[src/wmbls_pkg.sv]
package wmbls_pkg;

  // Store geometry and field widths.
  localparam int unsigned MaxClauses  = 1024;
  localparam int unsigned ClauseSlots = 8;
  localparam int unsigned MaxVars     = 1024;
  localparam int unsigned CiW         = 10;
  localparam int unsigned SlotW       = 3;
  localparam int unsigned VarW        = 10;
  localparam int unsigned EntW        = 11;
  localparam int unsigned AddrW       = 13;
  localparam int unsigned CntW        = 11;
  localparam logic [CntW-1:0] CountMax = 11'd2047;

  // Input item kinds.
  localparam logic [1:0] ActWrite  = 2'd0;
  localparam logic [1:0] ActSet    = 2'd1;
  localparam logic [1:0] ActSelect = 2'd2;

  // Literal held by a cell; tneg is the sign of the currently true literal.
  typedef struct packed {
    logic [VarW-1:0] vnum;
    logic            neg;
    logic            tneg;
  } lit_t;

  // One scanned store entry broadcast to all cells.
  typedef struct packed {
    logic            vld;
    logic            first;
    logic            last;
    logic [VarW-1:0] vnum;
    logic            neg;
    logic            val;
  } beat_t;

  // Running best literal handed along the chain.
  typedef struct packed {
    logic            found;
    logic [VarW-1:0] vnum;
    logic            neg;
    logic [CntW-1:0] cnt;
  } best_t;

  // Read pipeline tag.
  typedef struct packed {
    logic vld;
    logic load;
    logic first;
    logic last;
  } tag_t;

endpackage

[src/wmbls_cell.sv]
module wmbls_cell (
  input  logic                clk_i,
  input  logic                rst_ni,
  input  logic                load_i,
  input  logic                clr_i,
  input  wmbls_pkg::lit_t     lit_i,
  output wmbls_pkg::lit_t     lit_o,
  input  wmbls_pkg::beat_t    beat_i,
  input  wmbls_pkg::best_t    best_i,
  output wmbls_pkg::best_t    best_o
);

  wmbls_pkg::lit_t                 lit_q;
  wmbls_pkg::best_t                best_q, best_d;
  logic [wmbls_pkg::CntW-1:0]      cnt_q;
  logic                            has_q, oth_q;
  logic                            match, other, has_n, oth_n;

  // Literal shifts in from the upper neighbor while the clause loads.
  always_ff @(posedge clk_i) begin
    if (load_i) begin
      lit_q <= lit_i;
    end
  end

  // Classify the broadcast entry against this cell's true literal.
  always_comb begin
    match = (beat_i.vnum != '0) && (beat_i.vnum == lit_q.vnum) && (beat_i.neg == lit_q.tneg);
    other = (beat_i.vnum != '0) && !match && (beat_i.val ^ beat_i.neg);
    has_n = (has_q && !beat_i.first) || match;
    oth_n = (oth_q && !beat_i.first) || other;
  end

  // Per-clause flags and the break counter.
  always_ff @(posedge clk_i or negedge rst_ni) begin
    if (!rst_ni) begin
      cnt_q <= '0;
      has_q <= 1'b0;
      oth_q <= 1'b0;
    end else if (clr_i) begin
      cnt_q <= '0;
      has_q <= 1'b0;
      oth_q <= 1'b0;
    end else if (beat_i.vld) begin
      has_q <= has_n;
      oth_q <= oth_n;
      if (beat_i.last && has_n && !oth_n && (cnt_q < wmbls_pkg::CountMax)) begin
        cnt_q <= cnt_q + 1'b1;
      end
    end
  end

  // Keep the earlier best unless none was found or this literal's break count is strictly lower.
  always_comb begin
    best_d = best_i;
    if ((lit_q.vnum != '0) && (!best_i.found || (cnt_q < best_i.cnt))) begin
      best_d.found = 1'b1;
      best_d.vnum  = lit_q.vnum;
      best_d.neg   = lit_q.neg;
      best_d.cnt   = cnt_q;
    end
  end

  always_ff @(posedge clk_i) begin
    best_q <= best_d;
  end

  assign lit_o  = lit_q;
  assign best_o = best_q;

endmodule

[config.mk]
export PLATFORM = sky130hd
export DESIGN_NAME = wmbls_cell
export DESIGN_NICKNAME = d
export VERILOG_FILES = /design/src/wmbls_pkg.sv /design/src/wmbls_cell.sv
export SDC_FILE = /design/constraint.sdc
export NUM_CORES = 1
export LEC_CHECK = 0
export BUFFER_PORTS_ARGS = -buffer_cell sky130_fd_sc_hd__buf_2
export CAP_MARGIN = 15
export CORE_ASPECT_RATIO = 0.75
export CORE_MARGIN = 3
export CORE_UTILIZATION = 40
export CTS_CLUSTER_DIAMETER = 150
export DETAILED_ROUTE_END_ITERATION = 16
export PLACE_DENSITY = 0.68
export REMOVE_ABC_BUFFERS = 1
export SETUP_SLACK_MARGIN = 0.02
export SLEW_MARGIN = 20
export SYNTH_ARGS = -nofsm -noshare
export SYNTH_HDL_FRONTEND = slang
export SYNTH_SLANG_ARGS = --single-unit
[constraint.sdc]
create_clock -name clk_i -period 7.8 [get_ports clk_i]
set_clock_uncertainty 0.2 [all_clocks]
set_input_delay 0.78 -clock clk_i [delete_from_list [all_inputs] [get_ports clk_i]]
set_output_delay 0.78 -clock clk_i [all_outputs]
set_load 0.05 [all_outputs]
-- After elaboration in Yosys (flattened, before gate mapping)
Index checks and enable logic that the tools add are counted.
- add/sub/neg operators: 1
- magnitude comparators: 2
- eq/ne operators: 2
- muxes and demuxes: 8
- bitwise gates (word level): 1
- reduce and logical (&&, ||, !) cells: 22
- operators by type and width (kind ; number):
    two-way mux 11 bit ; 3
    two-way mux 22 bit ; 1
    nonzero test 10 bit ; 2
    adder 11 x 1 -> 11 bit, second input constant ; 1
    < comparator 11 bit ; 1
    < comparator 11 bit, second input constant ; 1
    equality test 10 bit ; 1
    logical AND 1 bit ; 10
    zero test 1 bit ; 4
    two-way mux 1 bit ; 4
    nonzero test 2 bit ; 2
    logical OR 1 bit ; 3
    AND reduction 2 bit ; 1
    equality test 1 bit ; 1
    bitwise XOR 1 bit ; 1
- bits in registers: 48
- output and inout bits: 35

-- Logic depth before layout (Yosys ltp)
Gate-level depths: netlist of run 1.
- word-level depth: 13
- gate-level depth with buffers: 9
- gate-level depth less buffers: 8

-- Least setup slack after synthesis of run 1
Ideal clock, no wire load.
- path type: input-to-reg
- start point: in best_i[2] (netlist bit)
- end point: reg best_q, in the netlist best_o[10]
- data arrival time: 2.517 ns
- data required time: 7.479 ns
- path slack: 4.962 ns
- stages: 9
- buffers on the path: 1
- cell sequence: inv_1 > ha_1 > a21oi_1 > o21ai_0 > a221oi_1 > o21ai_1 > a31oi_1 > buf_2 > mux2_2
- RTL lines (what ; line ; source):
    from (decl) ; wmbls_cell.sv:9 ; input wmbls_pkg::best_t best_i,
    to (signal assigned) ; wmbls_cell.sv:65 ; best_q <= best_d;
    to (decl) ; wmbls_cell.sv:14 ; wmbls_pkg::best_t best_q, best_d;

==> results of run 1 <==
## worst paths after layout
path / start / endpoint / slack [ns] / depth (start not counted)
setup / recovery: best_i[2] / best_o[7] / 4.41 / 10
hold / removal: rst_ni / cnt_q[10] / 0.16 / 1
setup reg to reg: cnt_q[2] / best_o[7] / 4.55 / 8
min in group clk_i: lit_o[1] / best_o[11] / 0.33 / 1
max in group asynchronous: rst_ni / has_q / 7.01 / 1
hold reg to reg: lit_o[1] / best_o[11] / 0.33 / 1
## layer usage
layer / track usage / vias to the layer above
met5: 0 / -
met4: 0.0439 / 0
met3: 0.0531 / 5
met2: 0.245 / 50
met1: 0.226 / 805
li1: - / 900
## critical path, stage by stage
cell and delay, ns:
buf_2 0.08, inv_1 0.04, ha_1 0.30, a21oi_1 0.13
o21ai_0 0.11, a221oi_1 0.35, o21ai_1 0.20, a31oi_2 0.72
buf_4 0.32, mux2_2 0.34
## layout by cell type, fill, tap and decap left out, types with 8 or more instances in the layout
| cell | Yosys | final |
|---|---|---|
| dfxtp_1 | 23 | 23 |
| mux2_2 | 20 | 20 |
| inv_1 | 19 | 19 |
| xnor2_1 | 13 | 13 |
| edfxtp_1 | 12 | 12 |
| nand2_1 | 8 | 8 |
| ha_1 | 11 | 11 |
| dfrtp_1 | 13 | 13 |
| a21oi_1 | 10 | 10 |
| buf_2 | 2 | 88 |
| nor2_1 | 11 | 11 |
## registers in the layout (all words and copies together) (netlist names)
| name | count |
|---|---|
| best_o | 23 |
| oth_q | 1 |
| lit_o | 12 |
| cnt_q | 11 |
| has_q | 1 |
## per-stage QoR
step	total power, mW	instance area [µm²]	hold WS [ns]	util
after floorplan	0.331	2230	0.280	-
after global placement	0.364	2780	0.298	0.514
after detailed placement	0.365	2780	0.312	0.514
after CTS	0.513	2870	0.161	0.531
after global routing	0.533	2870	0.157	0.531
final	0.509	2870	0.155	0.531
## power breakdown
group	leakage (nW)	internal [mW]	switching, mW
Combinational	0.833	0.0277	0.0574
Clock	0.0414	0.0639	0.0856
Sequential	0.488	0.267	0.00726
## kinds of logic after synthesis
kind of cell / synth area share
muxes: 0.109
adders and majority gates: 0.0609
xor gates and xnor gates: 0.0582
AOI/OAI and AO/OA: 0.0942
and+or+nand+nor: 0.128
DFF: 0.507
buffers and inverters: 0.0427
## final cells by class
| cell class | instances | area, µm² |
|---|---|---|
| fill | 532 | 2540 |
| clock inverter | 2 | 16.3 |
| inverter | 19 | 71.3 |
| timing repair buffer | 89 | 448 |
| multi-input combinational | 128 | 1020 |
| tap | 75 | 93.8 |
| sequential | 48 | 1150 |
| clock buffer | 6 | 72.6 |
==> results, run 1 <==
- The wire length of the first global-routing pass is 8.36 mm.
- The max-slew violation total from the final report is 0.
- Buffers inserted to repair hold after CTS numbered 0.
- The total number of yosys warnings is 0.
- The mapped netlist covers 2260 µm².
- Subtracting the final worst setup slack from the clock period gives 3.39 ns.
- The count of pins on the block boundary is 89.
- The maximum level of the CTS H-tree is 2.
- The met1 wire length is 2.52 mm.
- The number of setup buffers added after CTS is 0.
- Summing over every cut layer, the via total after detailed routing is 1760.
- In this run the tool buffered the top-level ports with 88 buffer cells.
- The transition time of the tightest slew-check pin is 0.873 ns.
- The repair_antennas step left the layout with diodes totalling 0.
- Setup repair after global routing left no endpoint under its margin.
- From synthesis to final layout, the design area changed by 27.1%.
- Dividing total power by cell area gives a power density of 177 nW/µm².
- The max-capacitance violation count is 0.
- The initial antenna violation count came to 0.
- The share of cells above drive strength 1 is 0.428.
- The initial standard-cell utilization of the core is 0.417.
- Leaving out filler cells and counting taps, the final layout contains 367.
- For this run, the detailed router's first-pass iteration total came to 4.
- The insertion delay to the later sink of the worst-skew pair is 0.30 ns.
- In the routed design, unresolved DRC markers number 0.
- The routed via count divided by cell count is 4.80.
- The clock passes through at most 2 buffers.
- The dominant register cell in the synthesized netlist is dfxtp_1.
- The number of global-route vias before repair is 1753.
- Of the available clock period, the critical path in the final layout requires 0.435.
- After synthesis, the netlist uses 41 different library cells.
- The total negative setup slack is 0 ns.
- The number of synthesized register bits is 48.
- Clock-pin slew was measured on the worst setup and hold paths at 0.09 ns.
- After synthesis, the most frequently instantiated cells are dfxtp_1, mux2_2, inv_1, dfrtp_1, xnor2_1.
- In this run the vertical extent of the chip is 71.1 µm.
- The die is 92.8 µm wide.
- The placer's final routability congestion estimate is 0.761.
- The biggest area contributor in the post-synthesis netlist is dfxtp_1.
- The number of clock sinks seen by CTS is 48.
- STA classifies the critical path endpoint as a register.
- The highest metal layer carrying signal wires in the routed design is met4.
- The worst hold-check path type is input port to async pin.
- Along the worst path, the maximum fanout reaches 13.
- The run finished with clean final reports.
- Entering global routing, the biggest net connects 16 pins.
- The share of flip-flops with an asynchronous set or reset after synthesis is 0.271.
- The static power due to leakage is 1.36 nW.
- The worst-case setup margin in the final layout is 4.41 ns.
- The nature of the critical path startpoint is an input port.
- The required time of the critical path is 7.79 ns.
- For this run, the total global-route usage over all layers was measured as 0.163.
- In this run the clock root is driven by a clkbuf_8.
- The post-synthesis sequential area ratio is 0.507.
- Headroom to the max-slew limit came out at 0.416.
- The most numerous cell in the Yosys netlist is dfxtp_1.
- Setup violations remaining at the end of the flow were counted as 0.
- Ranked by total cell area, the synthesized netlist is headed by dfxtp_1, edfxtp_1, dfrtp_1.
- The core area is 5410 µm².
- The CTS tree is built.
- The first routing iteration left 52 violations.
- The placement row count is 23.
- VDD sags by at most 88.1 µV.
- The total half-perimeter wirelength after legalization and detailed placement is 4.09 mm.
- The number of placed cells counting well taps is 359.
- The synthesized instance count is 199.
- The number of nets in the final layout is 356.
- Averaged over all synthesized cells, the footprint is 11.3 µm².
- The met3 routed wirelength is 333 µm.
- The count of flip-flops with a built-in enable after synthesis is 12.
- Summed over all layers, the routed wires come to 5.16 mm.
- In the final routed layout, each cell accounts on average for 14.0 µm.
- The die area is 6590 µm².
- For the worst setup path, the data arrival time is 3.38 ns.
- Once detail routing completed, the nets flagged for antenna violations numbered 0.
- The number of clock buffers inserted by TritonCTS is 5.
- The critical path start-end classification is input port to register.
- The final count of hold timing violations is 0.
- Of the post-synthesis cell area, the dominant cell type holds 0.204.
- The count of cells resized by post-cts repair is 0.
- Wire segments on met2 add up to 2.26 mm in the final route.
- The timing-limited maximum frequency is 295 MHz.
- The global route total overflow is 0.
- Timing analysis after detailed placement gives a worst setup slack of 4.05 ns.
Note: power is estimated with default switching activity, not from simulation.
==> run 2: changes to the inputs <==
==> constraint.sdc (replaced) <==
create_clock -name clk_i -period 3.4 [get_ports clk_i]
set_clock_uncertainty 0.2 [all_clocks]
set_input_delay 0.34 -clock clk_i [delete_from_list [all_inputs] [get_ports clk_i]]
set_output_delay 0.34 -clock clk_i [all_outputs]
set_load 0.05 [all_outputs]
==> run 2 against run 1 <==
  * Final area grew 2.6%
  * Worst setup slack lost 3.9 ns
  * Core utilization grew 1.4 points
  * Critical path type is now register to register
  * Hold slack lost 0.14 ns
==> results, run 2 (synthesis results as in run 1) <==
- The routed design has 5.14 mm of wire.
- After detailed routing, the number of remaining DRC violations is 0.
- The max-slew violation total from the final report came to 0.
- At the worst endpoint, the required time is 3.39 ns.
- The number of DRC markers in iteration 0 is 59.
- From bottom edge to top edge, the die measures 71.1 µm.
- The initial antenna violation count is 0.
- The maximum level of the CTS H-tree is 2.
- The worst setup path is captured at a register.
- For this run, the total global-route usage over all layers was measured as 0.159.
- The HPWL after detailed placement is 4.05 mm.
- In this run the worst path has a maximum fanout of 9.
- The global route total overflow is 0.
- The transition time of the tightest slew-check pin is 0.603 ns.
- The worst path meets setup with 0.551 ns of slack.
- The startpoint identified for the worst register-to-register timing path is cnt_q[2].
- The number of nets in the final layout is 364.
- The wire length of the first global-routing pass is 8.32 mm.
- The worst hold-check path type is input port to register.
- The setup path with the least slack is of type register to register.
- Of the total power, the share spent switching nets is 0.289.
- In this run the register-to-register setup slack is 0.55 ns.
- Timing analysis after detailed placement gives a worst setup slack of 0.542 ns.
- The remaining antenna violation count after routing is 0.
- Across the run, the number of max-cap violations was 0.
- In the layout the commonest cells are buf_2, dfxtp_1, mux2_2.
- Summed over all nets, the switching power comes to 0.336 mW.
- The internal power of the cells totals 0.825 mW.
- 0 antenna diodes ended up in the layout.
- The normalized max-slew margin is 0.594.
- The die area is 6590 µm².
- In this run, post-CTS repair resized a total of 0 instances.
- From synthesis to final layout, the design area changed by 30.4%.
- The fraction of power consumed by the clock network is 0.285.
- For this design the top-level I/O count stands at 89.
- The horizontal die dimension is 92.8 µm.
- The worst flop-to-flop path endpoint is best_o[21].
- The sequential group share of total power is 0.541.
- The root buffer cell is clkbuf_8.
- In this run the power density over the cells is 394 nW/µm².
- The slowest stage of the critical path belongs to the cell dfrtp_1.
- Traced cell by cell, the critical path runs through ha_1, a21oi_1, o21ai_0, a221oi_1, o21ai_1, a31oi_2, buf_4, mux2_2.
- The initial standard-cell utilization of the core is 0.417.
- Across the VDD grid, the largest voltage drop is 199 µV.
- The worst path in the final design needs a cycle of 2.85 ns, including I/O delays and setup.
- The setup violation total in the final timing report is 0.
- The number of clock sinks seen by CTS is 48.
- The worst stage delay on the critical path is 0.44 ns.
- STA classifies the critical path startpoint as a register.
- The floorplan has 23 rows.
- Of the total power, combinational logic draws 0.174.
- The flow ran to the end, and the final reports show no timing, DRC or antenna violations.
- The maximum number of buffers from clock root to sink is 2.
- The number of global-route vias before repair is 1753.
- In the routed layout, each cell is associated on average with a via count of 4.74.
- The number of cells on the worst reg-to-reg path is 8.
- The worst min-delay path endpoint is lit_o[4].
- In this run the most critical hold path is launched from lit_i[4].
- The average detailed-routed wire length per instance is 13.7 µm.
- The congestion estimate from routability-driven global placement came to 0.747.
- Counting the buffers created by CTS gives 5.
- The static power due to leakage is 1.40 nW.
- The final clock period utilization by the worst path is 0.838.
- The arrival time of the worst setup path is 2.84 ns.
- In the final timing run, aggregate negative setup slack is 0 ns.
- Along the worst hold path, the cell count comes to 1.
- The register with the most flip-flops in the layout has 23 of them.
- Clock-pin slew was measured on the worst setup and hold paths at 0.09 ns.
- Of the cells placed in the final design, the portion with a size suffix greater than 1 is 0.420.
- The pin count of the biggest net entering global routing is 16.
- Setup repair after global routing left no endpoint under its margin.
- Leaving out fill and tap cells, the most frequent cell in the layout is buf_2.
- The total of buffers placed on input and output ports is 88.
- The final count of hold timing violations is 0.
- TritonCTS built the clock tree.
- The iteration count of the initial detailed-routing pass is 4.
- The timing-limited maximum frequency is 351 MHz.
- The clock reaches the later pin of the worst-skew pair after 0.29 ns.
- The core region is 5410 µm².
- The final route contains 1777 vias.
run 2: routing by layer:
metal	wire length [µm]	vias to the layer above	global-route usage
li1	-	912	-
met1	2510	810	0.232
met2	2260	53	0.237
met3	328	2	0.0414
met4	34	0	0.0390
met5	0	-	0
run 2: cell type report:
cell class                 count  area [µm²]
clock inverter                 2        12.5
fill                         504        2470
inverter                      19        71.3
clock buffer                   6        72.6
tap                           75        93.8
multi-input combinational    128        1020
sequential                    48        1150
timing repair buffer          97         526
run 2: how the worst max path moves through the flow:
stage	startpoint	to	slack [ns]	cells past startpoint
floorplan	cnt_q[4]	best_o[0]	0.21	6
global placement	best_i[2]	best_o[11]	0.58	10
detailed placement	best_i[2]	best_o[21]	0.54	10
CTS	cnt_q[2]	best_o[21]	0.55	8
global route	cnt_q[2]	best_o[20]	0.35	8
finish	cnt_q[2]	best_o[21]	0.55	8
run 2: worst max-delay path: cells and delay by family (launching register included):
family / cells / cell delay, ns
fa+ha+maj: 1 / 0.31
flops: 1 / 0.44
mux: 1 / 0.36
buf+inv: 1 / 0.27
compound gates: 5 / 1.16
run 2: power by group through the flow:
stage | sequential, mW | combinational [mW] | clock [mW]
after floorplan | 0.716 | 0.0441 | 0
after global placement | 0.641 | 0.195 | 0
after detailed placement | 0.641 | 0.197 | 0
after CTS | 0.628 | 0.199 | 0.344
after global routing | 0.631 | 0.217 | 0.371
final | 0.628 | 0.201 | 0.331
run 2: stage by stage:
| stage | std cells | util | power, mW | cell area (µm²) | hold slack (ns) |
|---|---|---|---|---|---|
| after floorplan | 195 | - | 0.760 | 2230 | -0.156 |
| after global placement | 360 | 0.515 | 0.836 | 2790 | 0.0505 |
| after detailed placement | 360 | 0.515 | 0.838 | 2790 | 0.0579 |
| after CTS | 369 | 0.533 | 1.17 | 2880 | 0.00610 |
| after global routing | 375 | 0.544 | 1.22 | 2940 | 0.000203 |
| final | 375 | 0.544 | 1.16 | 2940 | 0.0178 |
run 2: repair_timing:
| action | in CTS | in global routing |
|---|---|---|
| setup endpoints to repair | 0 | 0 |
| hold buffers | 1 | 6 |
| hold endpoints to repair | 13 | 6 |
| buffers inserted | 0 | 0 |
==> run 3: changes to the inputs <==
==> constraint.sdc (replaced) <==
create_clock -name clk_i -period 3 [get_ports clk_i]
set_clock_uncertainty 0.2 [all_clocks]
set_input_delay 0.3 -clock clk_i [delete_from_list [all_inputs] [get_ports clk_i]]
set_output_delay 0.3 -clock clk_i [all_outputs]
set_load 0.05 [all_outputs]
==> run 3 against run 2 <==
  * Sequential power is 13% higher
  * Final cell count is 1.6% higher
  * Sequential cell count stayed put
  * Critical path type unchanged
  * Clock-buffer cell count is 1 lower
  * Via count is 6.0% higher
  * Combinational power is 17% higher
==> results, run 3 (synthesis results as in run 1) <==
- Together, buffers and inverters on the worst path number 1.
- For the finished layout, the period the worst path requires is 2.65 ns.
- After routing, the total negative slack on setup checks comes to 0 ns.
- The tree is rooted in a clkbuf_8.
- The switching power total is 0.376 mW.
- Leaving out fill and tap cells, the most frequent cell in the layout is buf_2.
- The count of cells in the finished layout, fillers not included, comes to 381.
- The run finished with clean final reports.
- The total of buffers placed on input and output ports is 88.
- The critical path crosses 7 cells after its start point.
- The initial antenna violation count is 0.
- The first detailed-routing pass took 4 iterations.
- Summed over all cells, the static leakage comes to 1.42 nW.
- Hold is met by 0.0275 ns.
- TritonCTS built the clock tree.
- The max-slew violation total from the final report is 0.
- The register with the most flip-flops in the layout has 23 of them.
- The routed layout has 1884 vias.
- In this run the tightest slew margin relative to its limit is 0.536.
- Entering global routing, the biggest net connects 15 pins.
- The routed via count divided by cell count is 4.94.
- The number of fillers in the final layout is 518.
- The timing-limited maximum frequency is 377 MHz.
- In this run the worst path has a maximum fanout of 13.
- The sequential cell area in the final layout is 1150 µm².
- The cell-internal power is 0.935 mW.
- The number of global-route vias before repair came to 1775.
- The multi-input combinational cells in the finished layout cover a total of 1020 µm².
- The count of inserted antenna diode cells is 0.
- After detailed routing, the number of remaining DRC violations is 0.
- For the worst setup path, the data required time is 2.98 ns.
- From bottom edge to top edge, the die measures 71.1 µm.
- Setup violations remaining at the end of the flow were counted as 0.
- The power density of the placed cells is 437 nW/µm².
- The highest ir drop seen on vdd is 236 µV.
- The placer's final routability congestion estimate is 0.752.
- The final count of hold timing violations was 0.
- The share of the core filled with cells is 0.555.
- The portion of total power attributed to combinational logic is 0.180.
- The first global-routing pass estimated 8.22 mm of wire.
- In this run the count of I/O pins placed on the die edge is 89.
- On the critical path the largest part of the delay comes from compound AO/OA/AOI/OAI gates.
- Leaving out fill and tap cells, the most frequent cells in the layout are buf_2, dfxtp_1, mux2_2.
- The number of clock buffers inserted by TritonCTS is 5.
- The average detailed-routed wire length per instance is 13.8 µm.
- The worst hold path stage count is 2.
- Of the total power, the share spent switching nets is 0.287.
- After layout, the design draws a total of 1.31 mW.
- The critical path is of the register to register type.
- The core area is 5410 µm².
- In the global route stage, overall resource usage came out at 0.158.
- The maximum level of the CTS H-tree is 2.
- The net count of the finished layout is 370.
- The initial utilization of the core area, before any placement, comes to 0.417.
- The number of placed cells counting well taps is 360.
- The transition time of the tightest slew-check pin is 0.689 ns.
- Setup repair after global routing left no endpoint under its margin.
- After floorplanning, the core was divided into 23 placement rows.
- In the final layout, the share of cells above drive strength 1 is 0.412.
- The tool flagged a number of max-cap violations equal to 0.
- Traced cell by cell, the critical path runs through ha_1, a21o_1, a221oi_1, o21ai_1, a31oi_2, buf_4, mux2_2.
- The number of DRC markers in iteration 0 is 105.
- The routed design has 5.25 mm of wire.
- The min-delay analysis places its worst path in the category input port to register.
- The nature of the critical path startpoint is a register.
- The sequential group share of total power is 0.543.
- The horizontal die dimension is 92.8 µm.
- The die area is 6590 µm².
- For the worst-skew pair, the clock arrives at the later sink with an insertion delay of 0.29 ns.
- The highest-delay cell along the critical path is dfrtp_1.
- The total half-perimeter wirelength after legalization and detailed placement is 4.05 mm.
- The final clock period utilization by the worst path is 0.884.
- In this run the deepest clock path goes through 2 buffers.
- The total overflow left after global routing is 0.
- The type of element capturing the critical path is a register.
- The count of nets left with antenna violations once routing finished came out at 0.
- The area growth from synthesis to layout is 32.9%.
- The worst-case reg-to-reg path depth is 7.
- The count of cells resized by post-cts repair is 0.
- At the worst endpoint, the arrival time is 2.63 ns.
- After clock tree synthesis, the clock-pin slew on the worst setup and hold paths is 0.09 ns.
- For this run, the slowest stage of the critical path takes 0.47 ns.
- The fraction of power consumed by the clock network is 0.277.
- The number of clock sinks seen by CTS is 48.
[run 3: cell types whose count changed in the layout (fill, tap and decap cells not counted), sizes merged]
cell / delta
clkinv: +2
dlygate4sd3: +6
clkbuf: -1
clkinvlp: -1
[run 3: worst reg2reg max path, delay by kind of cell (launching register included)]
kind                       cells  cell delay, ns
buffers and inverters          1            0.25
muxes                          1            0.36
AOI/OAI and AO/OA              4            0.95
adders and majority gates      1            0.32
DFF                            1            0.47
[run 3: stage by stage]
step | instance area [µm²] | worst slack (ns)
3_3_place_gp | 2790 | 0.457
3_5_place_dp | 2790 | 0.361
2_1_floorplan | 2230 | -0.188
5_1_grt | 3000 | 0.243
6_report | 3000 | 0.348
4_1_cts | 3000 | 0.342
[run 3: layout make-up]
| type | instances | share of cell area |
|---|---|---|
| flip-flops and latches | 48 | 0.382 |
| multi-input cells | 128 | 0.341 |
| repair buffers | 103 | 0.195 |
| well taps | 75 | 0.0313 |
| inverters | 19 | 0.0238 |
| clock buffers | 5 | 0.0229 |
| clock inverters | 3 | 0.00459 |
[run 3: metal layers]
metal | vias to the layer above | part of all wire | wire length (µm) | track usage
li1 | 928 | - | - | -
met3 | 2 | 0.060 | 315 | 0.0468
met5 | - | 0 | 0 | 0
met1 | 896 | 0.48 | 2510 | 0.221
met2 | 58 | 0.46 | 2390 | 0.247
met4 | 0 | 0.0063 | 33 | 0.0309
[run 3: final timing paths]
kind	from	end	slack [ns]
min	best_i[20]	best_o[20]	0.03
max	cnt_q[4]	best_o[2]	0.35
max in group asynchronous	rst_ni	has_q	2.13
min in group asynchronous	rst_ni	cnt_q[10]	0.23
min reg2reg	lit_o[1]	best_o[11]	0.33
max reg2reg	cnt_q[4]	best_o[2]	0.35
[run 3: power groups by stage]
stage / combinational, mW / clock [mW] / sequential [mW]
after floorplan: 0.0500 / 0 / 0.811
after global placement: 0.221 / 0 / 0.725
after detailed placement: 0.223 / 0 / 0.726
after CTS: 0.237 / 0.381 / 0.711
after global routing: 0.252 / 0.407 / 0.715
final: 0.236 / 0.364 / 0.711
[run 3: repair_timing]
item,in CTS,in global routing
hold buffers,13,0
buffers inserted,0,0
endpoints found under the hold margin,25,0
